===== src/hw/rtl/clsrng_pkg.sv =====
// Shared constants, payload types and controller states for the combined LCG shuffle generator.
package clsrng_pkg;

	localparam int DEF_TABLE_SIZE   = 32;
	localparam int DEF_WARMUP_STEPS = 8;

	localparam int GEN_W  = 32;
	localparam int OUT_W  = 31;
	localparam int PROD_W = 48;
	localparam int MUL_W  = 16;
	localparam int FOLD_W = 8;

	localparam logic [MUL_W-1:0] MUL1 = 16'd40014;
	localparam logic [MUL_W-1:0] MUL2 = 16'd40692;
	localparam logic [GEN_W-1:0] MOD1 = 32'd2147483563;
	localparam logic [GEN_W-1:0] MOD2 = 32'd2147483399;

	// Each modulus is 2^31 minus a small constant, so 2^31 folds back as that constant.
	localparam logic [FOLD_W-1:0] FOLD1 = 8'd85;
	localparam logic [FOLD_W-1:0] FOLD2 = 8'd249;

	localparam logic [GEN_W-1:0] SEED2_RESET  = 32'd123456789;
	localparam logic [OUT_W-1:0] NEAR_ONE_MIN = 31'd2147483306;

	localparam logic MODE_DRAW = 1'b0;
	localparam logic MODE_SEED = 1'b1;

	typedef struct packed {
		logic               mode;
		logic signed [31:0] seed;
	} req_t;

	typedef struct packed {
		logic [OUT_W-1:0] sample;
		logic             near_one;
	} rsp_t;

	typedef enum logic [2:0] {
		ST_IDLE,
		ST_INIT_MUL,
		ST_INIT_RED,
		ST_IDX_MUL,
		ST_DRAW_ISSUE,
		ST_DRAW_RED,
		ST_DRAW_OUT
	} state_t;

endpackage


===== src/hw/rtl/combined_lcg_shuffle_rng_core.sv =====
// Combined LCG with shuffle table: controller, index divider and output register.
// Seed load: taken in ST_IDLE, no result. Draw: taken in ST_IDLE, then ST_DRAW_RED, then
// ST_DRAW_OUT registers the result once the output slot is free; ST_IDX_MUL then forms the
// next index product before the next transaction is taken. A draw that initializes first
// runs the warm-up and table-fill steps (ST_INIT_MUL, ST_INIT_RED) and ST_IDX_MUL. Reset
// (arst_n low) clears fg_q, sets sg_q to SEED2_RESET; the table needs no clearing pass.
module combined_lcg_shuffle_rng_core #(
	parameter int TABLE_SIZE   = clsrng_pkg::DEF_TABLE_SIZE,
	parameter int WARMUP_STEPS = clsrng_pkg::DEF_WARMUP_STEPS
) (
	input  logic              clk,
	input  logic              arst_n,
	input  logic              req_valid,
	output logic              req_ready,
	input  clsrng_pkg::req_t  req,
	output logic              rsp_valid,
	input  logic              rsp_ready,
	output clsrng_pkg::rsp_t  rsp
);
	import clsrng_pkg::*;

	localparam int IDX_W = $clog2(TABLE_SIZE);
	localparam int STEPS = TABLE_SIZE + WARMUP_STEPS;
	localparam int CNT_W = $clog2(STEPS);
	localparam int RCP_W = OUT_W + 2;
	localparam int IP_W  = OUT_W + RCP_W;
	localparam logic [63:0] NDIV  = 64'd1 + (64'(MOD1) - 64'd1) / 64'(TABLE_SIZE);
	localparam int          RSH   = OUT_W + $clog2(NDIV);
	localparam logic [63:0] RECIP = ((64'd1 << RSH) + NDIV - 64'd1) / NDIV;

	state_t            state_q;
	state_t            state_d;
	logic [GEN_W-1:0]  fg_q;
	logic [GEN_W-1:0]  sg_q;
	logic [OUT_W-1:0]  last_out_q;
	logic [CNT_W-1:0]  cnt_q;
	logic              draw_pend_q;
	logic [IP_W-1:0]   idx_prod_q;
	logic              rsp_valid_q;
	rsp_t              rsp_q;

	logic [GEN_W-1:0]  y1;
	logic [GEN_W-1:0]  y2;
	logic [GEN_W-1:0]  g0;
	logic              need_init;
	logic [IP_W-1:0]   q_full;
	logic [IDX_W-1:0]  idx;
	logic [OUT_W-1:0]  entry;
	logic [GEN_W-1:0]  res;
	logic              slot_free;
	logic              tbl_re;
	logic              tbl_we;
	logic [IDX_W-1:0]  tbl_waddr;
	logic [OUT_W-1:0]  tbl_wdata;

	clsrng_lcg u_lcg (
		.clk (clk),
		.x1  (fg_q),
		.x2  (sg_q),
		.y1  (y1),
		.y2  (y2)
	);

	clsrng_tbl #(
		.TABLE_SIZE (TABLE_SIZE)
	) u_tbl (
		.clk   (clk),
		.re    (tbl_re),
		.raddr (idx),
		.we    (tbl_we),
		.waddr (tbl_waddr),
		.wdata (tbl_wdata),
		.rdata (entry)
	);

	always_comb begin
		// The most negative seed negates to 2^31, which the first step reduces.
		if (fg_q[GEN_W-1]) begin
			g0 = ~fg_q + GEN_W'(1);
		end else if (fg_q == '0) begin
			g0 = GEN_W'(1);
		end else begin
			g0 = fg_q;
		end
		need_init = fg_q[GEN_W-1] || (fg_q == '0) || (last_out_q == '0);

		// Exact division by NDIV through a reciprocal, valid for all 31-bit values.
		q_full = idx_prod_q >> RSH;
		idx    = (q_full >= IP_W'(TABLE_SIZE)) ? IDX_W'(TABLE_SIZE - 1) : q_full[IDX_W-1:0];

		if (GEN_W'(entry) > sg_q) begin
			res = GEN_W'(entry) - sg_q;
		end else begin
			res = GEN_W'(entry) + (MOD1 - GEN_W'(1)) - sg_q;
		end

		slot_free = !rsp_valid_q || rsp_ready;
	end

	always_comb begin
		state_d   = state_q;
		tbl_re    = 1'b0;
		tbl_we    = 1'b0;
		tbl_waddr = idx;
		tbl_wdata = fg_q[OUT_W-1:0];
		case (state_q)
			ST_IDLE: begin
				if (req_valid && req.mode == MODE_DRAW) begin
					if (need_init) begin
						state_d = ST_INIT_MUL;
					end else begin
						tbl_re  = 1'b1;
						state_d = ST_DRAW_RED;
					end
				end
			end
			ST_INIT_MUL: begin
				state_d = ST_INIT_RED;
			end
			ST_INIT_RED: begin
				// The table fills from the top entry down during the last TABLE_SIZE steps.
				tbl_we    = GEN_W'(cnt_q) < GEN_W'(TABLE_SIZE);
				tbl_waddr = cnt_q[IDX_W-1:0];
				tbl_wdata = y1[OUT_W-1:0];
				state_d   = (cnt_q == '0) ? ST_IDX_MUL : ST_INIT_MUL;
			end
			ST_IDX_MUL: begin
				state_d = draw_pend_q ? ST_DRAW_ISSUE : ST_IDLE;
			end
			ST_DRAW_ISSUE: begin
				tbl_re  = 1'b1;
				state_d = ST_DRAW_RED;
			end
			ST_DRAW_RED: begin
				state_d = ST_DRAW_OUT;
			end
			ST_DRAW_OUT: begin
				if (slot_free) begin
					tbl_we  = 1'b1;
					state_d = ST_IDX_MUL;
				end
			end
			default: begin
				state_d = ST_IDLE;
			end
		endcase
	end

	always_ff @(posedge clk or negedge arst_n) begin
		if (!arst_n) begin
			state_q     <= ST_IDLE;
			fg_q        <= '0;
			sg_q        <= SEED2_RESET;
			last_out_q  <= '0;
			cnt_q       <= '0;
			draw_pend_q <= 1'b0;
			rsp_valid_q <= 1'b0;
		end else begin
			state_q <= state_d;
			if (state_q == ST_DRAW_OUT && slot_free) begin
				rsp_valid_q <= 1'b1;
			end else if (rsp_valid_q && rsp_ready) begin
				rsp_valid_q <= 1'b0;
			end
			case (state_q)
				ST_IDLE: begin
					if (req_valid) begin
						if (req.mode == MODE_SEED) begin
							fg_q <= GEN_W'(req.seed);
						end else if (need_init) begin
							fg_q  <= g0;
							sg_q  <= g0;
							cnt_q <= CNT_W'(STEPS - 1);
						end
					end
				end
				ST_INIT_RED: begin
					fg_q <= y1;
					if (cnt_q == '0) begin
						last_out_q  <= y1[OUT_W-1:0];
						draw_pend_q <= 1'b1;
					end else begin
						cnt_q <= cnt_q - CNT_W'(1);
					end
				end
				ST_IDX_MUL: begin
					draw_pend_q <= 1'b0;
				end
				ST_DRAW_RED: begin
					fg_q <= y1;
					sg_q <= y2;
				end
				ST_DRAW_OUT: begin
					if (slot_free) begin
						last_out_q <= res[OUT_W-1:0];
					end
				end
				default: begin
				end
			endcase
		end
	end

	always_ff @(posedge clk) begin
		if (state_q == ST_IDX_MUL) begin
			idx_prod_q <= IP_W'(last_out_q) * IP_W'(RECIP[RCP_W-1:0]);
		end
		if (state_q == ST_DRAW_OUT && slot_free) begin
			rsp_q.sample   <= res[OUT_W-1:0];
			rsp_q.near_one <= res[OUT_W-1:0] >= NEAR_ONE_MIN;
		end
	end

	assign req_ready = (state_q == ST_IDLE);
	assign rsp_valid = rsp_valid_q;
	assign rsp       = rsp_q;

	a_no_rw_clash: assert property (@(posedge clk) disable iff (!arst_n)
		!(tbl_re && tbl_we))
		else $error("table read and write issued in the same cycle");

	a_draw_delivers: assert property (@(posedge clk) disable iff (!arst_n)
		(state_q == ST_DRAW_OUT && slot_free) |=> rsp_valid_q)
		else $error("finished draw did not reach the output register");

	a_sg_range: assert property (@(posedge clk) disable iff (!arst_n)
		(state_q == ST_IDLE) |-> (sg_q < MOD2))
		else $error("second generator not reduced while idle");

	a_last_range: assert property (@(posedge clk) disable iff (!arst_n)
		(state_q == ST_IDLE) |-> (last_out_q < MOD1[OUT_W-1:0]))
		else $error("last output out of range while idle");

	a_rsp_nonzero: assert property (@(posedge clk) disable iff (!arst_n)
		rsp_valid_q |-> (rsp_q.sample != '0))
		else $error("zero sample in a result transaction");

endmodule


===== src/hw/rtl/clsrng_lcg.sv =====
// Modular multiply for both generators: registered product, then combinational fold and reduce.
module clsrng_lcg (
	input  logic                          clk,
	input  logic [clsrng_pkg::GEN_W-1:0] x1,
	input  logic [clsrng_pkg::GEN_W-1:0] x2,
	output logic [clsrng_pkg::GEN_W-1:0] y1,
	output logic [clsrng_pkg::GEN_W-1:0] y2
);
	import clsrng_pkg::*;

	localparam int HI_W = PROD_W - OUT_W;
	localparam int FP_W = HI_W + FOLD_W;

	logic [PROD_W-1:0] p1_s1;
	logic [PROD_W-1:0] p2_s1;
	logic [FP_W-1:0]   fold1;
	logic [FP_W-1:0]   fold2;
	logic [GEN_W-1:0]  t1;
	logic [GEN_W-1:0]  t2;

	always_ff @(posedge clk) begin
		p1_s1 <= PROD_W'(x1) * PROD_W'(MUL1);
		p2_s1 <= PROD_W'(x2) * PROD_W'(MUL2);
	end

	// p = hi * 2^31 + lo is congruent to hi * fold + lo, which stays below twice the modulus.
	always_comb begin
		fold1 = FP_W'(p1_s1[PROD_W-1:OUT_W]) * FP_W'(FOLD1);
		fold2 = FP_W'(p2_s1[PROD_W-1:OUT_W]) * FP_W'(FOLD2);
		t1    = GEN_W'(p1_s1[OUT_W-1:0]) + GEN_W'(fold1);
		t2    = GEN_W'(p2_s1[OUT_W-1:0]) + GEN_W'(fold2);
		y1    = (t1 >= MOD1) ? (t1 - MOD1) : t1;
		y2    = (t2 >= MOD2) ? (t2 - MOD2) : t2;
	end

endmodule


===== src/hw/rtl/clsrng_tbl.sv =====
// Shuffle table memory: one write port and one registered read port.
module clsrng_tbl #(
	parameter int TABLE_SIZE = clsrng_pkg::DEF_TABLE_SIZE
) (
	input  logic                          clk,
	input  logic                          re,
	input  logic [$clog2(TABLE_SIZE)-1:0] raddr,
	input  logic                          we,
	input  logic [$clog2(TABLE_SIZE)-1:0] waddr,
	input  logic [clsrng_pkg::OUT_W-1:0] wdata,
	output logic [clsrng_pkg::OUT_W-1:0] rdata
);
	import clsrng_pkg::*;

	logic [OUT_W-1:0] mem [TABLE_SIZE];
	logic [OUT_W-1:0] rd_q;

	always_ff @(posedge clk) begin
		if (we) begin
			mem[waddr] <= wdata;
		end
		if (re) begin
			rd_q <= mem[raddr];
		end
	end

	assign rdata = rd_q;

endmodule


===== config.mk =====
export PLATFORM = sky130hd
export DESIGN_NAME = combined_lcg_shuffle_rng_core
export DESIGN_NICKNAME = d
export VERILOG_FILES = /design/src/hw/rtl/clsrng_pkg.sv /design/src/hw/rtl/combined_lcg_shuffle_rng_core.sv /design/src/hw/rtl/clsrng_lcg.sv /design/src/hw/rtl/clsrng_tbl.sv
export SDC_FILE = /design/constraint.sdc
export NUM_CORES = 2
export LEC_CHECK = 0
export BUFFER_PORTS_ARGS = -buffer_cell sky130_fd_sc_hd__buf_2
export CELL_PAD_IN_SITES_DETAIL_PLACEMENT = 1
export CELL_PAD_IN_SITES_GLOBAL_PLACEMENT = 1
export CORE_MARGIN = 5
export CORE_UTILIZATION = 48
export DETAILED_ROUTE_END_ITERATION = 10
export GPL_TIMING_DRIVEN = 0
export MAX_ROUTING_LAYER = met4
export PLACE_DENSITY_LB_ADDON = 0.3
export SYNTH_ARGS = -nofsm -noshare
export SYNTH_HDL_FRONTEND = slang
export SYNTH_SLANG_ARGS = --single-unit

===== constraint.sdc =====
create_clock -name clk -period 12.28 [get_ports clk]
set_clock_uncertainty 0.1 [all_clocks]
set_input_delay 1.842 -clock clk [delete_from_list [all_inputs] [get_ports clk]]
set_output_delay 1.842 -clock clk [all_outputs]
set_load 0.05 [all_outputs]

==> out/summary.md <==
Clock latency on the worst-skew pair, taken at its later pin, is 790 ps. The congestion estimate from routability-driven global placement came to 0.956. Synthesis produced 6397 cells. Hold buffer count at cts: 0. The proportion of synthesized flip-flops having asynchronous set or reset was 0.0841; the floorplan die height was 419 µm. The synthesized netlist occupies a cell area of 80300 µm². The logs give 0 for the count of nets left with antenna violations after detail routing and 0 for the total setup buffers inserted after CTS. In this run the deepest clock path goes through 3 buffers.

Static timing analysis puts the maximum clock frequency at 124 MHz. After floorplanning, the core was sized to cover 167000 µm². The first detailed-routing pass took 6 iterations. The tree is rooted in a clkbuf_16. The proportion of layout cells with a drive suffix above 1 works out to 0.123. The total overflow left after global routing is 0.

The mean number of vias per cell came out at 5.95. Setup repair after global routing left no endpoint under its margin. The kind of launch point of the worst setup path is a flop.

Counting the fill cells in the layout gives 16.8k. The number of nets handed over by synthesis was 7621. The fraction of post-synthesis cell area in the top cell type by area was 0.397; the data required time at the worst endpoint was 12810 ps. The average instance area after synthesis was 12.6 µm²; the post-DP HPWL was 198000 µm. The relative slew slack is 0.0972.

The netlist uses 99 different library cells. Synthesized flop and latch total: 1260. The run finished with clean final reports. The clock transition time at the flip-flop clock pins of the worst setup and hold paths works out to 60 ps. For the sequential-to-total area share from yosys stat, the log shows 0.453. In this run the number of H-tree levels came out at 4. The initial detailed-routing violation count came out at 4978. Total via count in the routed design: 53.5k.

For this run, the post-layout net count is 7893. For the number of hold-slack violations in the final timing report, the log shows 0. The multi-input combinational cell area was 40100 µm²; the maximum number of pins on one net before global-route repair was 68.

The initial antenna violation count was 13; the clock sink count was 1260. In this run the core area contains 150 standard-cell rows. Data on the critical path arrives at its endpoint at 8620 ps. The run gives 0.481 as the effective utilization at floorplan. Max-slew violation count: 0. Summed over all layers, the routed wires come to 257000 µm. The kind of end point of the critical path was a flop. The run gives 71 as the number of primary I/O pins. In this run the worst hold path is classified as reg2reg. The critical path is of the reg2reg type. Summed over all instances, the cell type with the most area after synthesis is edfxtp_1. The total track usage came out at 0.303. Along the worst path, the maximum fanout reaches 17. The global-route wire length before repair is 381000 µm, and the number of resized instances in the post-cts repair step is 0. TritonCTS created 136 clock buffers. In this run the tool buffered the top-level ports with 69 buffer cells. During synthesis, Yosys emitted a total of 0 warnings. The count of flip-flops with a built-in enable after synthesis was 1061; the setup-violating endpoint count in the final report was 0.

For the pin with the worst max-slew slack, the measured transition is 1340 ps. In the post-synthesis netlist, the biggest area contributors are edfxtp_1 (40%), fa_1 (12%), ha_1 (11%). Relative to the synthesized area, the layout overhead comes to 11.9%. For the overall die area, the log shows 176000 µm². In the routed design, unresolved DRC markers number 0. The combined flip-flop and latch cell area is 36400 µm², and the setup TNS is 0 ps. The final critical delay including setup and external delays was 8090 ps; the average wire per cell in the routed design was 28.6 µm. The most used flip-flop cell after synthesis is edfxtp_1. Across the run, the number of max-cap violations was 0. In this run the horizontal extent of the chip is 419 µm. Final worst-path cycle share: 0.659.

The via count of the first global-routing pass is 58.1k. TritonCTS built the clock tree.
[metal layers]
metal / GRT usage / part of all wire / vias up
li1: - / - / 23265
met1: 0.370 / 0.39 / 27576
met2: 0.495 / 0.48 / 2129
met3: 0.0469 / 0.067 / 532
met4: 0.148 / 0.059 / 0
met5: - / 0 / -
[metrics by stage]
stage / setup WS (ps) / utilization / cell area [µm²] / std cells / hold WS, ps
global placement: 1240 / 0.500 / 83400 / 8670 / 396
CTS: 4320 / 0.539 / 89900 / 8982 / 417
finish: 4190 / 0.539 / 89900 / 8990 / 416
floorplan: 5220 / - / 80300 / 6397 / 364
global route: 3930 / 0.539 / 89900 / 8990 / 468
detailed placement: 4360 / 0.511 / 85300 / 8735 / 404
[sequential cells by signal, indices dropped and copies added (netlist names), 3 cells and up]
| name | cells |
|---|---|
| state_q | 3 |
| rsp | 32 |
| u_tbl.mem | 992 |
| u_tbl.rdata | 31 |
| fg_q | 32 |
| idx_prod_q | 6 |
| cnt_q | 6 |
| last_out_q | 31 |
| u_lcg.p2_s1 | 46 |
| sg_q | 32 |
| u_lcg.p1_s1 | 47 |
[Yosys cell counts, types with 24 or more instances]
master / instances
edfxtp_1: 1061
o21bai_1: 32
a21oi_1: 233
a21o_1: 100
ha_1: 713
and3_1: 31
mux4_2: 186
xnor2_1: 187
nand3_1: 71
nor3_1: 61
fa_1: 474
o21ai_0: 306
o21a_1: 38
nand2_1: 391
inv_1: 939
a22oi_1: 28
mux2i_1: 158
buf_1: 35
clkbuf_1: 162
xor2_1: 63
nand2b_1: 34
dfxtp_1: 93
nand4_1: 43
dfrtp_1: 90
nor4_1: 24
nor2_1: 234
a31oi_1: 33
mux2_2: 160
a211oi_1: 45
[path summary, 6_finish.rpt]
check                                         from                          to  slack (ps)  cells after the start
max in group asynchronous                   arst_n         sg_q[2]$_DFFE_PN1P_       10400                      2
min in group asynchronous                   arst_n  last_out_q[15]$_DFFE_PN0P_         910                      1
hold reg to reg            draw_pend_q$_DFFE_PN0P_     draw_pend_q$_DFFE_PN0P_         420                      2
hold / removal             draw_pend_q$_DFFE_PN0P_     draw_pend_q$_DFFE_PN0P_         420                      2
setup reg to reg           u_lcg.p1_s1[32]$_DFF_P_   u_tbl.mem[1][9]$_DFFE_PP_        4190                     22
setup / recovery           u_lcg.p1_s1[32]$_DFF_P_   u_tbl.mem[1][9]$_DFFE_PP_        4190                     22
[critical path, stage by stage (launching register included)]
cell and delay [ps]:
dfxtp_1 570, ha_1 340, inv_1 90, fa_1 460, fa_1 550, fa_1 560, inv_1 60, ha_1 350
buf_2 210, nor2_1 250, nor2_1 150, a211oi_1 390, o211ai_1 250, o211ai_1 250, xnor2_1 190, nand4_1 310
o41ai_4 800, buf_6 230, nand3_1 100, xnor2_1 850, nand2_1 230, o21ai_4 350, buf_16 240
[area by class of cell]
class,instances,share of cell area
antenna,8,0.000223
sequential,1260,0.405
clock inverter,86,0.0114
buffer,213,0.00928
inverter,939,0.0392
multi-input combinational,3985,0.446
clock buffer,161,0.0394
tap,2204,0.0307
timing repair buffer,134,0.0192
[kinds of logic after synthesis]
family,count (synthesis),synth area share
XOR/XNOR,251,0.0275
flip-flops,1260,0.453
AND/OR/NAND/NOR,1020,0.0602
AO/OA/AOI/OAI,1023,0.0812
buffers and inverters,1152,0.0543
adder cells (fa/ha/maj),1187,0.229
multiplexers,504,0.0943
[cells in the final DEF (no fill, tap or decap), types with 22 or more instances in the layout]
| master | Yosys | routed |
|---|---|---|
| edfxtp_1 | 1061 | 1061 |
| inv_1 | 939 | 938 |
| ha_1 | 713 | 713 |
| fa_1 | 474 | 474 |
| nand2_1 | 391 | 391 |
| o21ai_0 | 306 | 276 |
| a21oi_1 | 233 | 233 |
| nor2_1 | 234 | 202 |
| xnor2_1 | 187 | 187 |
| mux4_2 | 186 | 186 |
| clkbuf_1 | 162 | 184 |
| mux2_2 | 160 | 160 |
| mux2i_1 | 158 | 158 |
| clkbuf_16 | 0 | 137 |
| a21o_1 | 100 | 100 |
| dfxtp_1 | 93 | 93 |
| dfrtp_1 | 90 | 90 |
| buf_2 | 13 | 81 |
| nand3_1 | 71 | 71 |
| xor2_1 | 63 | 63 |
| nor3_1 | 61 | 60 |
| a211oi_1 | 45 | 45 |
| nand4_1 | 43 | 43 |
| o21a_1 | 38 | 38 |
| buf_1 | 35 | 35 |
| buf_12 | 0 | 35 |
| nand2b_1 | 34 | 34 |
| a31oi_1 | 33 | 33 |
| o21bai_1 | 32 | 32 |
| nor2_4 | 0 | 32 |
| and3_1 | 31 | 31 |
| clkinv_2 | 0 | 30 |
| a22oi_1 | 28 | 28 |
| o211ai_1 | 23 | 23 |
| nor4_1 | 24 | 23 |
| and2_1 | 22 | 22 |
Power is not shown: default switching activity piles up to over one toggle a cycle in this logic, so the estimate is an artifact.
